===== config.mk =====
export PLATFORM = sky130hd
export DESIGN_NAME = bit_field_and_varint_packer
export DESIGN_NICKNAME = d
export VERILOG_FILES = /design/src/hdl/bfvp_pkg.sv /design/src/hdl/bfvp_bit_unit.sv /design/src/hdl/bfvp_res_buf.sv /design/src/hdl/bit_field_and_varint_packer.sv
export VERILOG_INCLUDE_DIRS = /design/src /design/src/hdl
export SDC_FILE = /design/constraint.sdc
export NUM_CORES = 1
export LEC_CHECK = 0
export ABC_AREA = 1
export BUFFER_PORTS_ARGS = -buffer_cell sky130_fd_sc_hd__buf_2
export CORE_UTILIZATION = 30
export DETAILED_ROUTE_END_ITERATION = 10
export GPL_TIMING_DRIVEN = 0
export SLEW_MARGIN = 40
export SYNTH_ARGS = -nofsm -noshare
export SYNTH_HDL_FRONTEND = slang
export SYNTH_HIERARCHICAL = 1
export SYNTH_SLANG_ARGS = --single-unit

===== constraint.sdc =====
create_clock -name clk -period 8.7 [get_ports clk]
set_input_delay 0.87 -clock clk [delete_from_list [all_inputs] [get_ports clk]]
set_output_delay 0.87 -clock clk [all_outputs]
set_load 0.05 [all_outputs]

===== src/hdl/bit_field_and_varint_packer_defines.svh =====
// Assertion macros used by the packer's result buffer.
`ifndef BIT_FIELD_AND_VARINT_PACKER_DEFINES_SVH
`define BIT_FIELD_AND_VARINT_PACKER_DEFINES_SVH

// same-cycle implication, checked out of reset
`define BFVP_ASSERT_IMPL(name, ante, cons, msg) \
	name: assert property (@(posedge clk) disable iff (!arst_n) (ante) |-> (cons)) \
		else $error(msg);

// next-cycle implication, checked out of reset
`define BFVP_ASSERT_NEXT(name, ante, cons, msg) \
	name: assert property (@(posedge clk) disable iff (!arst_n) (ante) |=> (cons)) \
		else $error(msg);

`endif


===== src/hdl/bfvp_pkg.sv =====
// Types and constants shared by the bit packer modules.
package bfvp_pkg;

	localparam int BUDGET_W   = 24;
	localparam int BITS_OUT_W = 24;
	localparam int MAX_BYTES  = 6;

	localparam logic [1:0] OP_RAW  = 2'd0;
	localparam logic [1:0] OP_SVAR = 2'd1;
	localparam logic [1:0] OP_UVAR = 2'd2;
	localparam logic [1:0] OP_FIN  = 2'd3;

	typedef struct packed {
		logic [1:0]  opcode;
		logic [31:0] value;
		logic [5:0]  bit_count;
	} in_item_t;

	typedef struct packed {
		logic [7:0]            out_byte;
		logic                  byte_valid;
		logic                  last;
		logic                  error;
		logic [BITS_OUT_W-1:0] bits_written;
	} out_item_t;

	typedef enum logic [2:0] {
		BU_NOP,
		BU_CHECK,
		BU_PUT,
		BU_PUT_CHK,
		BU_FLUSH
	} bu_op_t;

	typedef struct packed {
		bu_op_t     op;
		logic       bit_val;
		logic [5:0] amt;
	} bu_cmd_t;

	typedef struct packed {
		logic       pass;
		logic       push;
		logic [7:0] data;
	} bu_stat_t;

endpackage


===== src/hdl/bfvp_bit_unit.sv =====
// Shared bit writer: budget check, bit insert, position and sticky error.
module bfvp_bit_unit #(
	parameter int POSITION_BITS = 24
) (
	input  logic                           clk,
	input  logic                           arst_n,
	input  bfvp_pkg::bu_cmd_t              cmd,
	input  logic [bfvp_pkg::BUDGET_W-1:0]  bit_budget,
	input  logic                           allow_expand,
	output logic [POSITION_BITS-1:0]       position,
	output logic                           overflow,
	output bfvp_pkg::bu_stat_t             stat
);
	import bfvp_pkg::*;

	localparam int CW = ((POSITION_BITS > BUDGET_W) ? POSITION_BITS : BUDGET_W) + 1;
	localparam logic [POSITION_BITS-1:0] POS_MAX = '1;

	logic [POSITION_BITS-1:0] pos_q;
	logic [7:0]               part_q;
	logic                     ovf_q;
	logic [CW-1:0]            sum;
	logic                     fail;
	logic                     do_put;
	logic                     wr;
	logic [2:0]               low;

	always_comb begin
		sum    = CW'(pos_q) + CW'(cmd.amt);
		fail   = !allow_expand && (sum > CW'(bit_budget));
		low    = pos_q[2:0];
		do_put = (cmd.op == BU_PUT) || ((cmd.op == BU_PUT_CHK) && !fail);
		wr     = do_put && (pos_q != POS_MAX);
		stat.pass = !fail;
		stat.push = (wr && (low == 3'd7)) || ((cmd.op == BU_FLUSH) && (low != 3'd0));
		stat.data = (cmd.op == BU_FLUSH) ? part_q : {cmd.bit_val, part_q[6:0]};
	end

	always_ff @(posedge clk or negedge arst_n) begin
		if (!arst_n) begin
			pos_q  <= '0;
			part_q <= '0;
			ovf_q  <= 1'b0;
		end else begin
			case (cmd.op)
				BU_CHECK, BU_PUT_CHK: begin
					if (fail) begin
						ovf_q <= 1'b1;
					end
				end
				BU_FLUSH: begin
					pos_q  <= '0;
					part_q <= '0;
					ovf_q  <= 1'b0;
				end
				default: ;
			endcase
			if (wr) begin
				pos_q <= pos_q + 1'b1;
				if (low == 3'd7) begin
					part_q <= '0;
				end else begin
					part_q[low] <= cmd.bit_val;
				end
			end
		end
	end

	assign position = pos_q;
	assign overflow = ovf_q;

endmodule


===== src/hdl/bfvp_res_buf.sv =====
// Byte store for one item and the result sequencer on the output channel.
`include "bit_field_and_varint_packer_defines.svh"
module bfvp_res_buf #(
	parameter int POSITION_BITS = 24
) (
	input  logic                     clk,
	input  logic                     arst_n,
	input  bfvp_pkg::bu_stat_t       stat,
	input  logic                     start,
	input  logic                     overflow,
	input  logic [POSITION_BITS-1:0] position,
	output logic                     busy,
	output logic                     out_valid,
	input  logic                     out_stall,
	output bfvp_pkg::out_item_t      out_data
);
	import bfvp_pkg::*;

	localparam int IDX_W = $clog2(MAX_BYTES);
	localparam int CNT_W = $clog2(MAX_BYTES + 1);

	logic [7:0]       mem_q [MAX_BYTES];
	logic [7:0]       rd_data_q;
	logic [CNT_W-1:0] cnt_q;
	logic [IDX_W-1:0] rd_q;
	logic [IDX_W-1:0] rd_nxt;
	logic             busy_q;
	logic             push;
	logic             last;
	logic             take;

	assign push   = stat.push && (cnt_q < CNT_W'(MAX_BYTES));
	assign rd_nxt = rd_q + 1'b1;
	assign last   = (cnt_q == '0) || (CNT_W'(rd_q) + 1'b1 == cnt_q);
	assign take   = busy_q && !out_stall;

	always_ff @(posedge clk) begin
		if (push) begin
			mem_q[cnt_q[IDX_W-1:0]] <= stat.data;
		end
		if (start) begin
			rd_data_q <= mem_q[0];
		end else if (take && !last) begin
			rd_data_q <= mem_q[rd_nxt];
		end
	end

	always_ff @(posedge clk or negedge arst_n) begin
		if (!arst_n) begin
			busy_q <= 1'b0;
			cnt_q  <= '0;
			rd_q   <= '0;
		end else begin
			if (push) begin
				cnt_q <= cnt_q + 1'b1;
			end
			if (start) begin
				busy_q <= 1'b1;
				rd_q   <= '0;
			end else if (take) begin
				if (last) begin
					busy_q <= 1'b0;
					cnt_q  <= '0;
				end else begin
					rd_q <= rd_nxt;
				end
			end
		end
	end

	// empty store gives a single status transaction
	always_comb begin
		out_data.out_byte     = (cnt_q == '0) ? 8'd0 : rd_data_q;
		out_data.byte_valid   = (cnt_q != '0);
		out_data.last         = last;
		out_data.error        = overflow;
		out_data.bits_written = BITS_OUT_W'(position);
	end

	assign out_valid = busy_q;
	assign busy      = busy_q;

	`BFVP_ASSERT_IMPL(a_cnt_range, 1'b1, cnt_q <= CNT_W'(MAX_BYTES), "byte count past store depth")
	`BFVP_ASSERT_IMPL(a_no_push_busy, stat.push, !busy_q, "byte pushed while draining")
	`BFVP_ASSERT_IMPL(a_no_start_busy, start, !busy_q, "start while draining")
	`BFVP_ASSERT_NEXT(a_drain_done, take && last, !busy_q && (cnt_q == '0), "store not released")

endmodule


===== src/hdl/bit_field_and_varint_packer.sv =====
// Bit packer top level: item sequencer, config registers and submodule wiring.
//
// Packs raw fields and nibble varints LSB-first into a byte stream. One item is
// handled at a time, bit by bit, through a single shared bit writer. A raw field
// is accepted, budget checked, written bit by bit and handed off; one that fails
// the budget skips the bits, and a zero-width one goes from accept to hand-off.
// A varint is accepted, writes or drops each code bit in turn and is handed off
// (code bits: sign for the signed kind, a mark and four bits per nibble up to the
// highest nonzero one, stop; at most 42). A finish is accept, flush and hand-off.
// An item's bytes are then drained one transaction per cycle (1 to 6) while the
// output side does not stall; only after a return to idle is another item taken.
// Every transaction of an item carries the error flag and bit position as they
// stand after the whole item. bit_budget sits at byte address 0, allow_expand at
// byte address 4; write them only while the block is idle.
module bit_field_and_varint_packer #(
	parameter int POSITION_BITS = 24
) (
	input  logic                 clk,
	input  logic                 arst_n,
	input  logic                 in_valid,
	output logic                 in_stall,
	input  bfvp_pkg::in_item_t   in_data,
	output logic                 out_valid,
	input  logic                 out_stall,
	output bfvp_pkg::out_item_t  out_data,
	input  logic                 psel,
	input  logic                 penable,
	input  logic                 pwrite,
	input  logic [2:0]           paddr,
	input  logic [31:0]          pwdata,
	output logic [31:0]          prdata,
	output logic                 pready
);
	import bfvp_pkg::*;

	localparam logic REG_BIT_BUDGET   = 1'b0;
	localparam logic REG_ALLOW_EXPAND = 1'b1;

	typedef enum logic [3:0] {
		S_IDLE,
		S_RAW_CHK,
		S_RAW,
		S_SIGN,
		S_VMARK,
		S_VNIB,
		S_FIN,
		S_EMIT,
		S_WAIT
	} state_t;

	state_t               state_q;
	logic [31:0]          value_q;
	logic [5:0]           cnt_q;
	logic [1:0]           nib_q;
	logic [BUDGET_W-1:0]  budget_q;
	logic                 expand_q;
	logic [5:0]           raw_cnt;
	bu_cmd_t              cmd;
	bu_stat_t             stat;
	logic [POSITION_BITS-1:0] position;
	logic                 overflow;
	logic                 busy;
	logic                 start;
	logic                 cfg_wr;

	// config port, zero wait state
	assign pready = 1'b1;
	assign cfg_wr = psel && penable && pwrite;

	always_ff @(posedge clk or negedge arst_n) begin
		if (!arst_n) begin
			budget_q <= '1;
			expand_q <= 1'b0;
		end else if (cfg_wr) begin
			case (paddr[2])
				REG_BIT_BUDGET:   budget_q <= pwdata[BUDGET_W-1:0];
				REG_ALLOW_EXPAND: expand_q <= pwdata[0];
				default: ;
			endcase
		end
	end

	assign prdata = (paddr[2] == REG_ALLOW_EXPAND) ? {31'd0, expand_q}
	                                               : {{(32 - BUDGET_W){1'b0}}, budget_q};

	// bit counts above 32 clamp to 32
	assign raw_cnt  = in_data.bit_count[5] ? 6'd32 : in_data.bit_count;
	assign in_stall = (state_q != S_IDLE);
	assign start    = (state_q == S_EMIT);

	// sequencer: one bit per cycle into the shared writer
	always_ff @(posedge clk or negedge arst_n) begin
		if (!arst_n) begin
			state_q <= S_IDLE;
		end else begin
			case (state_q)
				S_IDLE: begin
					if (in_valid) begin
						case (in_data.opcode)
							OP_RAW:  state_q <= (raw_cnt == '0) ? S_EMIT : S_RAW_CHK;
							OP_SVAR: state_q <= S_SIGN;
							OP_UVAR: state_q <= S_VMARK;
							default: state_q <= S_FIN;
						endcase
					end
				end
				S_RAW_CHK: state_q <= stat.pass ? S_RAW : S_EMIT;
				S_RAW: begin
					if (cnt_q == 6'd1) begin
						state_q <= S_EMIT;
					end
				end
				S_SIGN:  state_q <= S_VMARK;
				S_VMARK: state_q <= (value_q == '0) ? S_EMIT : S_VNIB;
				S_VNIB: begin
					if (nib_q == 2'd3) begin
						state_q <= S_VMARK;
					end
				end
				S_FIN:  state_q <= S_EMIT;
				S_EMIT: state_q <= S_WAIT;
				S_WAIT: begin
					if (!busy) begin
						state_q <= S_IDLE;
					end
				end
				default: state_q <= S_IDLE;
			endcase
		end
	end

	// working value and counters
	always_ff @(posedge clk) begin
		case (state_q)
			S_IDLE: begin
				value_q <= in_data.value;
				cnt_q   <= raw_cnt;
			end
			S_RAW: begin
				value_q <= value_q >> 1;
				cnt_q   <= cnt_q - 1'b1;
			end
			S_SIGN: begin
				if (value_q[31]) begin
					value_q <= ~value_q;
				end
			end
			S_VMARK: nib_q <= '0;
			S_VNIB: begin
				value_q <= value_q >> 1;
				nib_q   <= nib_q + 1'b1;
			end
			default: ;
		endcase
	end

	// command to the bit writer
	always_comb begin
		cmd.op      = BU_NOP;
		cmd.bit_val = 1'b0;
		cmd.amt     = 6'd1;
		case (state_q)
			S_RAW_CHK: begin
				cmd.op  = BU_CHECK;
				cmd.amt = cnt_q;
			end
			S_RAW: begin
				cmd.op      = BU_PUT;
				cmd.bit_val = value_q[0];
			end
			S_SIGN: begin
				cmd.op      = BU_PUT_CHK;
				cmd.bit_val = value_q[31];
			end
			S_VMARK: begin
				// continuation mark, or the stop bit once the value is spent
				cmd.op      = BU_PUT_CHK;
				cmd.bit_val = (value_q != '0);
			end
			S_VNIB: begin
				cmd.op      = BU_PUT_CHK;
				cmd.bit_val = value_q[0];
			end
			S_FIN: cmd.op = BU_FLUSH;
			default: ;
		endcase
	end

	bfvp_bit_unit #(
		.POSITION_BITS (POSITION_BITS)
	) u_bit_unit (
		.clk          (clk),
		.arst_n       (arst_n),
		.cmd          (cmd),
		.bit_budget   (budget_q),
		.allow_expand (expand_q),
		.position     (position),
		.overflow     (overflow),
		.stat         (stat)
	);

	bfvp_res_buf #(
		.POSITION_BITS (POSITION_BITS)
	) u_res_buf (
		.clk       (clk),
		.arst_n    (arst_n),
		.stat      (stat),
		.start     (start),
		.overflow  (overflow),
		.position  (position),
		.busy      (busy),
		.out_valid (out_valid),
		.out_stall (out_stall),
		.out_data  (out_data)
	);

endmodule

# After elaboration in Yosys (flattened, before gate mapping)
# Memory sizes are Yosys's and may differ from the RTL's.
# Cells that the tools add are included.
[word_totals]
register_bits = 117
mem_bits_rw = 48
inputBits = 82
output_inout_bits = 70
mem_count = 1
[op_classes]
n_addsub = 6
n_lt_le_gt_ge = 4
eq_ne = 26
n_mux = 44
bitwise = 2
n_reduce_logical = 45
[memory_table]
columns = ["memory", "words", "word_bits", "read_ports", "rd_clocked_by_memory_dff", "wr", "line_no", "rtl"]
rows = [
  ["u_res_buf.mem_q", 6, 8, 2, 0, 1, "bfvp_res_buf.sv:22", "logic [7:0] mem_q [MAX_BYTES];"],
]
[ops]
columns = ["cell", "count"]
rows = [
  ["$pmux W32 S3", 1],
  ["$mux W24", 3],
  ["$mux W8", 7],
  ["$pmux W4 S9", 1],
  ["$logic_not A32 Y1", 1],
  ["$mux W32", 1],
  ["$not A32 Y32", 1],
  ["$reduce_bool A32 Y1", 1],
  ["$mux W3", 9],
  ["$add A24 B6 Y25", 1],
  ["$gt A25 B24 Y1", 1],
  ["$add A24 B1 Y24 const B", 1],
  ["$ne A24 B24 Y1 const B", 1],
  ["$eq A4 B3 Y1 const B", 4],
  ["$mux W4", 4],
  ["$reduce_bool A2 Y1", 7],
  ["$mux W6", 2],
  ["$ne A2 B2 Y1 const B", 6],
  ["$pmux W3 S4", 1],
  ["$pmux W6 S2", 1],
  ["$reduce_and A2 Y1", 6],
  ["$logic_and A1 B1 Y1", 11],
  ["$pmux W3 S3", 1],
  ["$reduce_bool A3 Y1", 3],
  ["35 further kinds", 52],
]

# Depth between registers and ports, before layout
[depth]
ltp_word = 16
mapped_depth = 32
ltp_nobuf = 31

# Cells and area by module
# The synthesis kept the hierarchy.
[modules_own_cells]
columns = ["module", "instances", "cells_per_inst", "area_each_um2", "seq_area_each_um2"]
rows = [
  ["bit_field_and_varint_packer", 1, 444, 3943.8, 1956.9],
  ["bfvp_bit_unit", 1, 507, 3447.1, 825.8],
  ["bfvp_res_buf", 1, 274, 2981.6, 1856.8],
]

# Worst setup path before layout
# No wires, ideal clock.
[synth_path]
path_type = "register -> register"
start = "register state_q[2]"
end = "memory u_res_buf.mem_q[5][0] (enable)"
t_arrival_ns = 4.508
t_required_ns = 8.330
path_slack_ns = 3.821
stages_incl_launch_ff = 28
n_path_buf = 1
synth_period_minus_slack_ns = 4.879
cell_sequence = "dfrtp_1 nor2_4 nand3_1 nor2_1 inv_1 fa_1 inv_1 nand2_1 nand2_1 nand2_1 o21bai_1 nand3_1 nor2_1 nand2_1 xor2_1 ha_1 nand3_1 nor3_1 nand3_1 o21bai_1 clkinv_1 nand3_4 nand2_4 buf_6 o21bai_2 a21boi_2 nand2_1 nor2_1"
[synth_rtl]
columns = ["element", "line_no", "rtl"]
rows = [
  ["start, declared", "bit_field_and_varint_packer.sv:51", "state_t state_q;"],
  ["start signal, assigned", "bit_field_and_varint_packer.sv:100", "OP_RAW: state_q <= (raw_cnt == '0) ? S_EMIT : S_RAW_CHK;"],
  ["start signal, assigned", "bit_field_and_varint_packer.sv:107", "S_RAW_CHK: state_q <= stat.pass ? S_RAW : S_EMIT;"],
  ["start signal, assigned", "bit_field_and_varint_packer.sv:114", "S_VMARK: state_q <= (value_q == '0) ? S_EMIT : S_VNIB;"],
  ["end, declared", "bfvp_res_buf.sv:22", ""],
]

==> flow_summary.ini <==
[outcome]
status = finished clean

[synthesis]
yosys.area.top_type_share = 0.2779
yosysWarnings = 6
synth_ff_type = edfxtp_1
synth.distinct_cells = 54
yosysSeqAreaShare = 0.4473
synth.cell_area_um2 = 10370
ys_ff_latch = 165
synth_top_area_cell = edfxtp_1
syn_area_per_cell_um2 = 8.467
syn_inst = 1225
synthTopCellsByArea = edfxtp_1 28%, dfrtp_1 11%, nand2_1 9.5%
synth-async-reset-ratio = 0.4182
synth_edf_count = 96

[timing]
tightest_slew_ns = 0.7844
drv_slew = 0
fin_skew_ns = 0.01216
setup_violations = 0
whs_ns = 0.2979
slew_headroom = 0.4751
tns_ns = 0
fin_crit_ns = 6.000
min_period_over_period = 0.6897
fmax_mhz = 166.7
rsz0062_at_grt = false
hold_violations = 0

[critical_path]
critPathCaptureType = flop
r2r_start = state_q[2]
cp_data_required_time_ns = 8.77
critical_path_class = reg -> reg
r2r_cells = 27
worstSetupStartpoint = state_q[2]
r2r_setup_slack_ns = 2.70
startpoint_type = flop
critical_path_arrival_ns = 6.07
cp_max_fo = 10
r2r-end = u_res_buf/mem_q[5][0]

[routing]
wirelength_um = 26850
route.vias.total = 8635
first_pass_iters = 5
ant_nets = 0
drtIter0Drc = 596
wl_per_cell_um = 14.53
drc = 0
viasPerCell = 4.673

[cells_and_area]
stdcell_count = 1848
num_antenna_cells = 0
drive_gt1_frac = 0.2486
nets = 1509
area.growth.synth_to_final_pct = 18.25

[clock_tree]
insertion_delay_ns = 0.44
tritoncts = yes
clk_pin_slew_worst_paths_ns = 0.07
clock_path_buffers = 2
cts_hold_buf = 0
post_cts_buffers = 0
cts_made_buffers = 17
cts_htree_levels = 4
clock-root-buffer = clkbuf_16
cts.sinks = 165
cts-resized-gates = 0

[global_route]
gr-usage-met2 = 0.2490
grt_usage = 0.1545
grt.met3_usage = 0.02733
antenna_found_initial = 0
grt_pass1_wl_um = 43230
met1_usage = 0.2126
grt_start_max_net_pins = 41
grt_overflow = 0
top_usage_layer = met2
grt_pass1_vias = 8369

[place]
dp.cells = 1816
dp_hpwl_um = 20640
gp_congestion = 0.8794
io_buffers = 131

[power_and_ir_drop]
irDropWorstVdd_uv = 165.0
p_per_area_nw_per_um2 = 322.7
p_leak_uw = 0.005995
power.total_uw = 3958

[floorplanning]
rows = 67
die_x_um = 187.9
ios = 152
dieArea_um2 = 35320
start_util = 0.3070
coreArea_um2 = 33780
die-height_um = 187.9

[job]
cap_violations = 0

[worst_hold_path]
hold_path_class = in -> async
[critical path, cell delays in order, from the launching register on]
cell,delay (ns)
dfrtp_1,0.46
nor2_4,0.25
nand3_1,0.25
nor2_1,0.22
inv_1,0.10
fa_1,0.48
inv_1,0.07
nand2_1,0.05
nand2_1,0.08
nand2_1,0.08
o21bai_1,0.26
nand3_1,0.19
nor2_1,0.19
nand2_1,0.08
xor2_1,0.16
ha_1,0.30
nand3_1,0.11
nor3_1,0.16
nand3_1,0.10
o21bai_1,0.16
clkinv_1,0.16
nand3_4,0.18
nand2_4,0.11
buf_6,0.18
o21bai_2,0.19
a21boi_2,0.29
nand2_1,0.15
nor2_1,0.62
[kinds of logic (layout without fill, tap and decap cells)]
family                     Yosys count  in the layout  synth area share
and+or+nand+nor                    579            579            0.2516
buffers and inverters              242            410            0.1165
DFF                                165            165            0.4473
AOI/OAI and AO/OA                  163            163            0.1062
adders and majority gates           40             40           0.04897
xor gates and xnor gates            34             34           0.02871
other                                2              9         0.0007240
[worst max path at each step]
| stage | cells past startpoint | end |
|---|---|---|
| 2_1_floorplan | 27 | u_res_buf/mem_q[5][0] |
| 3_3_place_gp | 26 | u_res_buf/mem_q[1][5] |
| 3_5_place_dp | 26 | u_res_buf/mem_q[1][5] |
| 4_1_cts | 26 | u_res_buf/mem_q[1][6] |
| 5_1_grt | 27 | u_res_buf/mem_q[5][2] |
| 6_report | 27 | u_res_buf/mem_q[5][0] |
[cell type report]
class	instances	area, um^2
tap	448	560.5
sequential	165	4639
inverter	157	593.1
clock inverter	12	107.6
timing repair buffer	136	726.9
fill	3519	21520
clock buffer	20	456.7
multi-input combinational	825	4566
buffer	85	615.6
[routing by layer]
layer  part of all wire  vias to the layer above  routed length [um]
met5                  0                        -                   0
met4             0.0099                        0                 267
met3              0.045                       21                1208
met2               0.46                      227               12380
met1               0.48                     4083               13000
li1                   -                     4304                   -
[layout by cell type, fill, tap and decap left out, types with 5 or more instances in the layout]
| cell | n |
|---|---|
| a21oi_1 | 46 |
| a31oi_1 | 8 |
| buf_2 | 143 |
| buf_4 | 52 |
| buf_6 | 14 |
| clkbuf_1 | 9 |
| clkbuf_16 | 17 |
| conb_1 | 9 |
| dfrtp_1 | 45 |
| dfstp_2 | 24 |
| edfxtp_1 | 96 |
| ha_1 | 39 |
| inv_1 | 145 |
| inv_2 | 7 |
| nand2_1 | 262 |
| nand2_2 | 10 |
| nand2_4 | 5 |
| nand3_1 | 86 |
| nand3b_1 | 5 |
| nand4_1 | 27 |
| nor2_1 | 145 |
| nor2_2 | 6 |
| nor3_1 | 11 |
| o211ai_2 | 29 |
| o21ai_0 | 41 |
| o21ai_1 | 22 |
| or2_2 | 5 |
| xnor2_1 | 6 |
| xor2_1 | 28 |
[state kept, by name (all words and copies together) (netlist names)]
register             cells
state_q                  4
u_res_buf/rd_data_q      8
u_bit_unit/part_q        8
nib_q                    2
value_q                 32
budget_q                24
u_bit_unit/position     24
cnt_q                    6
u_res_buf/mem_q         48
u_res_buf/busy           1
expand_q                 1
u_res_buf/rd_q           3
u_bit_unit/overflow      1
u_res_buf/cnt_q          3
[cells in the mapped netlist, types with 7 or more instances]
library cell,count
edfxtp_1,96
inv_1,145
nand3_1,86
o21ai_1,22
buf_2,13
o211ai_2,29
ha_1,39
nor3_1,11
a31oi_1,8
dfstp_2,24
dfrtp_1,45
nand4_1,27
a21oi_1,46
xor2_1,28
nand2_1,262
o21ai_0,41
clkbuf_1,8
buf_6,11
buf_4,50
nand2_2,10
nor2_1,149
inv_2,7
[power by group]
part           switching, uW  leakage (uW)  internal [uW]
clock                    347      0.000272            391
sequential               174       0.00177           1160
combinational           1260       0.00396            626
total                   1780       0.00599           2180
[metrics by stage]
step                  util  setup WS, ns  area, um^2
floorplan                -         3.821       10400
global placement    0.3438         2.806       11610
detailed placement  0.3461         2.728       11690
CTS                 0.3628         2.697       12260
global route        0.3631         2.002       12270
finish              0.3631         2.700       12270
Power figures use the tool's default switching activity.
